==> src/sv/udds_pkg.sv <==
`default_nettype none
// ----------------------------------------------------------------------------
// udds_pkg
// Beat types and fixed codes for the up/down digital potentiometer stepper.
// ----------------------------------------------------------------------------
package udds_pkg;

    localparam int PCT_W     = 7;
    localparam int POS_OUT_W = 7;
    localparam int PCT_MAX   = 100;

    localparam logic OP_TICK = 1'b0;
    localparam logic OP_SET  = 1'b1;

    typedef struct packed {
        logic             opcode;
        logic [PCT_W-1:0] set_percent;
        logic             reset_request;
    } udds_in_t;

    typedef struct packed {
        logic                 step_clock;
        logic                 up_direction;
        logic [POS_OUT_W-1:0] position;
        logic                 position_valid;
        logic [POS_OUT_W-1:0] target_position;
        logic                 busy_res;
        logic                 rejected;
    } udds_out_t;

endpackage
`default_nettype wire

==> src/sv/updown_digipot_stepper.sv <==
`default_nettype none
// ----------------------------------------------------------------------------
// updown_digipot_stepper
// Step clock and direction driver for an up/down-clocked digital potentiometer.
//
// s_valid/s_ready/s_data carry command beats: a timer tick (opcode tick) or a
// set of a new target percent, optionally with a homing request. Each input
// beat yields exactly one result beat on m_valid/m_ready/m_data with the step
// clock level, direction, tracked wiper position, target and busy flag after
// that beat; a percent above 100 returns rejected with no state change.
// The result beat passes the input register, then the state update into the
// result register, before it is valid; a stall can hold it in either. One
// beat is taken every cycle while the receiver does not stall; the rate is set
// by the state update loop.
// Reset (aresetn low, synchronous) leaves the driver idle, clock high,
// direction up, position unknown and target at the top position.
// When the receiver stalls, the result register holds its beat, the state is
// frozen, and s_ready drops as soon as the input register also holds a beat.
// ----------------------------------------------------------------------------
module updown_digipot_stepper #(
    parameter int NUM_POSITIONS = 128,
    parameter int HOMING_EXTRA  = 10
) (
    input  wire logic                aclk,
    input  wire logic                aresetn,
    input  wire logic                s_valid,
    output logic                     s_ready,
    input  wire udds_pkg::udds_in_t  s_data,
    output logic                     m_valid,
    input  wire logic                m_ready,
    output udds_pkg::udds_out_t      m_data
);
    import udds_pkg::*;

    logic     q_valid;
    logic     q_ready;
    udds_in_t q_data;

    udds_in_reg u_in_reg (
        .aclk    (aclk),
        .aresetn (aresetn),
        .s_valid (s_valid),
        .s_ready (s_ready),
        .s_data  (s_data),
        .q_valid (q_valid),
        .q_ready (q_ready),
        .q_data  (q_data)
    );

    udds_core #(
        .NUM_POSITIONS (NUM_POSITIONS),
        .HOMING_EXTRA  (HOMING_EXTRA)
    ) u_core (
        .aclk     (aclk),
        .aresetn  (aresetn),
        .in_valid (q_valid),
        .in_ready (q_ready),
        .in_data  (q_data),
        .m_valid  (m_valid),
        .m_ready  (m_ready),
        .m_data   (m_data)
    );

endmodule
`default_nettype wire

==> src/sv/udds_in_reg.sv <==
`default_nettype none
// ----------------------------------------------------------------------------
// udds_in_reg
// Input register stage: holds one command beat for the stepper core.
// ----------------------------------------------------------------------------
module udds_in_reg (
    input  wire logic               aclk,
    input  wire logic               aresetn,
    input  wire logic               s_valid,
    output logic                    s_ready,
    input  wire udds_pkg::udds_in_t s_data,
    output logic                    q_valid,
    input  wire logic               q_ready,
    output udds_pkg::udds_in_t      q_data
);
    import udds_pkg::*;

    logic     valid_reg;
    udds_in_t data_reg;

    assign s_ready = !valid_reg || q_ready;
    assign q_valid = valid_reg;
    assign q_data  = data_reg;

    always_ff @(posedge aclk) begin
        if (!aresetn) begin
            valid_reg <= 1'b0;
        end else if (s_ready) begin
            valid_reg <= s_valid;
        end
    end

    always_ff @(posedge aclk) begin
        if (s_ready && s_valid) begin
            data_reg <= s_data;
        end
    end

endmodule
`default_nettype wire

==> src/sv/udds_core.sv <==
`default_nettype none
// ----------------------------------------------------------------------------
// udds_core
// Stepper state update and result register: one command or tick per beat.
// ----------------------------------------------------------------------------
module udds_core #(
    parameter int NUM_POSITIONS = 128,
    parameter int HOMING_EXTRA  = 10
) (
    input  wire logic               aclk,
    input  wire logic               aresetn,
    input  wire logic               in_valid,
    output logic                    in_ready,
    input  wire udds_pkg::udds_in_t in_data,
    output logic                    m_valid,
    input  wire logic               m_ready,
    output udds_pkg::udds_out_t     m_data
);
    import udds_pkg::*;

    localparam int POS_W   = $clog2(NUM_POSITIONS);
    localparam int HOME_W  = $clog2(NUM_POSITIONS + HOMING_EXTRA + 1);
    localparam int LUT_N   = 2 ** PCT_W;

    localparam logic [POS_W-1:0]  POS_TOP    = POS_W'(NUM_POSITIONS - 1);
    localparam logic [HOME_W-1:0] HOME_TOTAL = HOME_W'(NUM_POSITIONS + HOMING_EXTRA);
    localparam logic [PCT_W-1:0]  PCT_LIMIT  = PCT_W'(PCT_MAX);

    typedef logic [POS_W-1:0] lut_t [0:LUT_N-1];

    function automatic lut_t build_lut();
        lut_t t;
        for (int i = 0; i < LUT_N; i++) begin
            if (i <= PCT_MAX) begin
                t[i] = POS_W'((i * (NUM_POSITIONS - 1)) / PCT_MAX);
            end else begin
                t[i] = '0;
            end
        end
        return t;
    endfunction

    localparam lut_t TARGET_LUT = build_lut();

    logic              clk_level_reg, clk_level_next;
    logic              dir_up_reg, dir_up_next;
    logic [POS_W-1:0]  wiper_pos_reg, wiper_pos_next;
    logic              wiper_known_reg, wiper_known_next;
    logic [POS_W-1:0]  target_reg, target_next;
    logic [HOME_W-1:0] home_cnt_reg, home_cnt_next;
    logic              running_reg, running_next;
    logic              rej;
    logic              fire;
    logic              out_valid_reg;
    udds_out_t         out_reg, out_next;
    logic [POS_W+POS_OUT_W-1:0] pos_ext, tgt_ext;

    assign in_ready = !out_valid_reg || m_ready;
    assign fire     = in_valid && in_ready;
    assign m_valid  = out_valid_reg;
    assign m_data   = out_reg;

    always_comb begin
        clk_level_next   = clk_level_reg;
        dir_up_next      = dir_up_reg;
        wiper_pos_next   = wiper_pos_reg;
        wiper_known_next = wiper_known_reg;
        target_next      = target_reg;
        home_cnt_next    = home_cnt_reg;
        running_next     = running_reg;
        rej              = 1'b0;
        if (in_data.opcode == OP_SET) begin
            if (in_data.set_percent > PCT_LIMIT) begin
                rej = 1'b1;
            end else begin
                target_next = TARGET_LUT[in_data.set_percent];
                if ((home_cnt_reg != '0) || in_data.reset_request || !wiper_known_reg) begin
                    home_cnt_next    = HOME_TOTAL;
                    dir_up_next      = 1'b1;
                    wiper_known_next = 1'b0;
                    wiper_pos_next   = '0;
                end
                running_next = 1'b1;
            end
        end else if (running_reg) begin
            if (!clk_level_reg) begin
                clk_level_next = 1'b1;
                if ((home_cnt_reg == '0) && wiper_known_reg && (wiper_pos_reg == target_reg)) begin
                    running_next = 1'b0;
                end
            end else if (home_cnt_reg != '0) begin
                home_cnt_next  = home_cnt_reg - 1'b1;
                clk_level_next = 1'b0;
                if (home_cnt_reg == HOME_W'(1)) begin
                    wiper_pos_next   = POS_TOP;
                    wiper_known_next = 1'b1;
                end
            end else if (wiper_pos_reg < target_reg) begin
                dir_up_next    = 1'b1;
                wiper_pos_next = wiper_pos_reg + 1'b1;
                clk_level_next = 1'b0;
            end else if (wiper_pos_reg > target_reg) begin
                dir_up_next    = 1'b0;
                wiper_pos_next = wiper_pos_reg - 1'b1;
                clk_level_next = 1'b0;
            end
        end
    end

    always_comb begin
        pos_ext = {{POS_OUT_W{1'b0}}, wiper_pos_next};
        tgt_ext = {{POS_OUT_W{1'b0}}, target_next};
        out_next.step_clock      = clk_level_next;
        out_next.up_direction    = dir_up_next;
        out_next.position        = wiper_known_next ? pos_ext[POS_OUT_W-1:0] : '0;
        out_next.position_valid  = wiper_known_next;
        out_next.target_position = tgt_ext[POS_OUT_W-1:0];
        out_next.busy_res        = running_next;
        out_next.rejected        = rej;
    end

    always_ff @(posedge aclk) begin
        if (!aresetn) begin
            clk_level_reg   <= 1'b1;
            dir_up_reg      <= 1'b1;
            wiper_pos_reg   <= '0;
            wiper_known_reg <= 1'b0;
            target_reg      <= POS_TOP;
            home_cnt_reg    <= '0;
            running_reg     <= 1'b0;
            out_valid_reg   <= 1'b0;
        end else begin
            if (fire) begin
                clk_level_reg   <= clk_level_next;
                dir_up_reg      <= dir_up_next;
                wiper_pos_reg   <= wiper_pos_next;
                wiper_known_reg <= wiper_known_next;
                target_reg      <= target_next;
                home_cnt_reg    <= home_cnt_next;
                running_reg     <= running_next;
            end
            if (in_ready) begin
                out_valid_reg <= in_valid;
            end
        end
    end

    always_ff @(posedge aclk) begin
        if (fire) begin
            out_reg <= out_next;
        end
    end

    a_known_not_homing: assert property (@(posedge aclk) disable iff (!aresetn)
        wiper_known_reg |-> (home_cnt_reg == '0))
        else $error("wiper known during homing run");

    a_idle_clock_high: assert property (@(posedge aclk) disable iff (!aresetn)
        !running_reg |-> clk_level_reg)
        else $error("step clock low while idle");

    a_home_cnt_range: assert property (@(posedge aclk) disable iff (!aresetn)
        home_cnt_reg <= HOME_TOTAL)
        else $error("homing count out of range");

    a_stall_freezes: assert property (@(posedge aclk) disable iff (!aresetn)
        (out_valid_reg && !m_ready) |=>
            ($stable(wiper_pos_reg) && $stable(home_cnt_reg) && $stable(running_reg)))
        else $error("state advanced while result stalled");

    a_unknown_pos_zero: assert property (@(posedge aclk) disable iff (!aresetn)
        !wiper_known_reg |-> (wiper_pos_reg == '0))
        else $error("position nonzero while unknown");

endmodule
`default_nettype wire

==> config.mk <==
export PLATFORM = sky130hd
export DESIGN_NAME = updown_digipot_stepper
export DESIGN_NICKNAME = d
export VERILOG_FILES = /design/src/sv/udds_pkg.sv /design/src/sv/updown_digipot_stepper.sv /design/src/sv/udds_in_reg.sv /design/src/sv/udds_core.sv
export SDC_FILE = /design/constraint.sdc
export NUM_CORES = 1
export LEC_CHECK = 0
export BUFFER_PORTS_ARGS = -buffer_cell sky130_fd_sc_hd__buf_2
export CORE_MARGIN = 2
export CORE_UTILIZATION = 61
export CTS_CLUSTER_SIZE = 16
export DETAILED_ROUTE_END_ITERATION = 12
export GPL_ROUTABILITY_DRIVEN = 0
export MAX_ROUTING_LAYER = met4
export PLACE_DENSITY_LB_ADDON = 0.1
export REMOVE_ABC_BUFFERS = 1
export SYNTH_ARGS = -nofsm -noshare
export SYNTH_HDL_FRONTEND = slang
export SYNTH_SLANG_ARGS = --single-unit
==> constraint.sdc <==
create_clock -name aclk -period 3.1 [get_ports aclk]
set_input_delay 0.31 -clock aclk [delete_from_list [all_inputs] [get_ports aclk]]
set_output_delay 0.31 -clock aclk [all_outputs]
set_load 0.02 [all_outputs]
After elaboration in Yosys (flattened, before gate mapping):

Memory sizes are Yosys's and may differ from the RTL's.
Cells that the tools add are included.

* $add $sub $neg: 3
* magnitude comparators: 4
* eq/ne operators: 4
* muxes and demuxes: 46
* bitwise logic cells: 1
* reductions and logical operators: 17

Operator list (count)
* 2-to-1 mux 7 bit: 13
* 2-to-1 mux 8 bit: 6
* 2-to-1 mux 1 bit: 27
* == test 8 x 1 -> 1 bit, second input constant: 1
* >= comparator 8 bit, second input constant: 1
* zero test 8 bit: 1
* NOT 7 -> 8 bit: 1
* nonzero test 8 bit: 1
* subtractor 8 x 1 -> 8 bit, second input constant: 1
* adder 7 x 1 -> 7 bit, second input constant: 1
* == test 7 bit: 1
* greater-than comparator 7 bit: 1
* greater-than comparator 7 bit, second input constant: 1
* < comparator 7 bit: 1
* subtractor 7 x 1 -> 7 bit, second input constant: 1
* AND reduction 6 bit: 1
* nonzero test 2 bit: 3
* logical AND 1 bit: 4
* logical OR 1 bit: 4
* zero test 1 bit: 3
* inequality test 2 x 1 -> 1 bit, second input constant: 1
* inequality test 2 bit, second input constant: 1

* register bits after elaboration: 56
* memory bits (read-only): 896
* input port bits: 13
* output and inout port bits: 21
* logic and storage cells: 95
* memories kept: 1

Memories
* (no name shown): words 128, width 7, read ports 1, clocked after memory_dff 0, wr ports 0, line udds_core.sv:76 `target_next = TARGET_LUT[in_data.set_percent];`

Depth between registers and ports, before layout:

* depth in word-level cells: 7
* depth in mapped cells: 9
* gate-level depth less buffers: 9

Modules after synthesis:

Synthesis repeated with hierarchy kept, for this count alone.

* cells, all modules: 452
* area total of the unflattened synthesis: 3995.1 sq um

Modules (own cells, without submodules)
* udds_core: instances 1, cells an instance 438, area an instance 3667.3 sq um, seq. area each 1111.1 sq um
* udds_in_reg: instances 1, cells an instance 14, area an instance 327.8 sq um, seq. area each 290.3 sq um

Worst setup path before layout:

OpenSTA, ideal clock, no wires.

* kind: reg2reg
* start point: reg u_in_reg.data_reg (netlist bit u_in_reg.q_data[2])
* end point: reg u_core.out_reg (netlist bit u_core.m_data[2]), data pin
* setup time: 0.252 ns
* arrival: 2.298 ns
* required time: 2.848 ns
* setup slack: 0.550 ns
* stages on the path, launching flop included: 8
* path buffers: 0
* period minus slack after synthesis: 2.550 ns
* cells stage by stage: edfxtp_1 inv_1 ha_1 mux2_4 mux4_2 mux4_2 nand2_1 nand2_1

RTL lines
* start, declared: line udds_in_reg.sv:19 `udds_in_t data_reg;`
* start signal, assigned: line udds_in_reg.sv:35 `data_reg <= s_data;`
* end signal, assigned: line udds_core.sv:150 `out_reg <= out_next;`
* end, declared: line udds_core.sv:55 `udds_out_t out_reg, out_next;`

==> impl_results.md <==
* Outcome: complete, no violations
* Yosys top cell by area: edfxtp_1
* Largest cells by area after synthesis: edfxtp_1 (21%), dfxtp_1 (14%), ha_1 (7.1%)
* Total of flip-flops plus latches after synthesis at 56
* CP required at about 3200 ps
* Total GRT Usage at about a quarter
* Avg Synthesized Cell Area at 9.059 µm²
* Final Max Tran Viols at 0
* Final hold violation count at 0
* Setup violations, final at 0
* Place WS at roughly 410 ps
* IO Pins at 34
* Crit path DAT at about 2800 ps
* Post-Syn Instances at approximately 450
* Die height at about 85 µm
* Clock-pin slew on the worst setup and hold paths at ~100 ps
* Util after Layout at between 60% and 70%
* Pwr dens at 390.3 nW/µm²
* Leak pwr at 0.001781 µW
* IO buf count at 33
* Final WS setup at 353.0 ps
* Clk buf depth at 2
* Top post-synthesis cells by count: nand2_1 (46), o21ai_0 (31), dfxtp_1 (28), edfxtp_1 (28)
* Crit path max fanout at 8
* Max_slew headroom at a little over half
* Clock network latency to the later pin of the worst-skew pair at about 310 ps
* Die area at between 7000 and 8000 µm²
* DRT Pass-1 Iters at 5
* Wire per inst at ~16 µm
* Post-synthesis sequential area ratio at between 30% and 40%
* Post-synth ARST share at 0%
* Final setup TNS at 0 ps
* Mapped Area at 4031 µm²
* Post-route ant nets at 0
* Layout cell share with drive strength beyond 1 at 16.53%
* Hold buffer count at CTS at 0
* Clock sink total at between 50 and 60
* Crit path capture type: flop
* DRT iter0 DRCs at between 200 and 300
* Initial Utilization at 63.13%
* Max Cap Violations at 0
* Post-CTS sizing at 0
* Detailed Route WL at approximately 9.0 mm
* Vias in the first global route at between 3k and 4k
* DRC at 0
* # diodes at 0
* Pin count of the biggest net entering global routing at 32
* Clock buffer count from CTS at 5
* Total number of vias at approximately 3.6k
* Most frequent cell after synthesis: nand2_1
* First-pass GRT wire length at approximately 15 mm
* Initial antenna violation count at 0
* Final Non-Filler Cells at 549
* Final Skew at roughly 8.0 ps
* H-tree levels at 2
* Via density at roughly 6.5
* Number of flops mapped to enable cells by yosys at 28
* Most used DFF post-synth: edfxtp_1
* CTS tree: yes
* Top cell type's share of synthesized area at a little over a fifth
* Final min period at ~2700 ps
* Overflow after GRT at 0
* Core area at between 6000 and 7000 µm²
* Nets at about 500
* Least-Margin Pin Slew at between 700 and 800 ps
* Number of flip-flops in the largest register at 19
* Clock Root Buffer: clkbuf_8
* Final HPWL DP at ~6.6 mm
* Yosys warnings at 0
* Post-CTS Setup Bufs at 0
* Kind of critical path: reg -> reg
* Synth-to-layout area growth at 7.976%
* Fin crit share at between 80% and 90%
* Achievable clock frequency at between 0.3 and 0.4 GHz
* Synth cell types at 73
* Core Rows at 29
* Die width at approximately 85 µm
* Number of instances in the placed design at around 540
* Worst VDD drop at approximately 0.00027 V
* Setup crit start kind: flop
* RSZ-0062 raised after global routing: false
* Worst hold-check path type: in -> reg
kinds of logic after synthesis:
family / count (synthesis) / share of synthesized area, %
DFF: 56 / 34.76
xor gates and xnor gates: 4 / 0.8692
buffers and inverters: 53 / 6.114
adders and majority gates: 23 / 7.139
and+or+nand+nor: 143 / 17.85
AOI/OAI and AO/OA: 147 / 26.16
muxes: 19 / 7.107
per-layer routing:
| metal | global-route usage (%) | vias to the layer above | routed length [µm] |
|---|---|---|---|
| met5 | - | - | 0 |
| met4 | 8.081 | 0 | 183 |
| met3 | 3.988 | 22 | 610 |
| met2 | 38.78 | 166 | 3994 |
| met1 | 37.96 | 1663 | 4243 |
| li1 | - | 1720 | - |
cell type report:
cell class              instances  area, µm²
multi-input cells             336       2384
fillers                       502       2033
flip-flops and latches         56       1401
repair buffers                 45      255.2
inverters                      27      101.3
well taps                      77      96.34
clock buffers                   5      68.82
clock inverters                 3      46.29
power breakdown:
| part | internal (µW) | total (µW) | switching (µW) |
|---|---|---|---|
| registers | 815 | 853 | 37.8 |
| clock network | 244 | 490 | 246 |
| logic | 143 | 356 | 213 |
worst max-delay path, cell delays in order (launching register included):
cell and delay, ps:
edfxtp_1 520, inv_1 170, ha_1 440, nand2_1 130, a21boi_0 160, mux4_2 470, mux4_2 490, nand2_1 70
nand2_1 60
worst paths after layout:
| kind | start | endpoint | slack, ps | cells after the start |
|---|---|---|---|---|
| max | u_in_reg.q_data[1]$_DFFE_PP_ | u_core.m_data[2]$_DFFE_PP_ | 350 | 8 |
| min | s_data[2] | u_in_reg.q_data[2]$_DFFE_PP_ | 170 | 1 |
| max reg2reg | u_in_reg.q_data[1]$_DFFE_PP_ | u_core.m_data[2]$_DFFE_PP_ | 350 | 8 |
| min reg2reg | u_core.home_cnt_reg[1]$_SDFFE_PN0P_ | u_core.home_cnt_reg[1]$_SDFFE_PN0P_ | 480 | 2 |
cells in the final DEF, fill, tap and decap left out, types with 4 or more instances in the layout:
| master | n |
|---|---|
| nor3_1 | 9 |
| inv_1 | 24 |
| a211oi_1 | 6 |
| buf_2 | 33 |
| ha_1 | 23 |
| nand2_1 | 46 |
| and3_1 | 5 |
| o31ai_1 | 4 |
| nand2b_1 | 8 |
| mux4_2 | 7 |
| edfxtp_1 | 28 |
| o211a_1 | 4 |
| and2_1 | 7 |
| o21ai_1 | 8 |
| a21o_1 | 4 |
| nand3_1 | 15 |
| a31oi_1 | 4 |
| mux2i_1 | 8 |
| nor2b_1 | 7 |
| o211ai_1 | 12 |
| o21a_1 | 7 |
| a21oi_1 | 24 |
| dfxtp_1 | 28 |
| o21ai_0 | 31 |
| buf_4 | 12 |
| clkbuf_8 | 5 |
| nor2_1 | 24 |
per-stage QoR:
| stage | power [µW] | area [µm²] | hold WS (ps) |
|---|---|---|---|
| after floorplan | 1118 | 3886 | 381.8 |
| after global placement | 1211 | 4238 | 459.1 |
| after detailed placement | 1219 | 4238 | 464.4 |
| after CTS | 1704 | 4353 | 158.1 |
| after global routing | 1778 | 4353 | 155.4 |
| final | 1699 | 4353 | 167.4 |
Power figures use the tool's default switching activity.
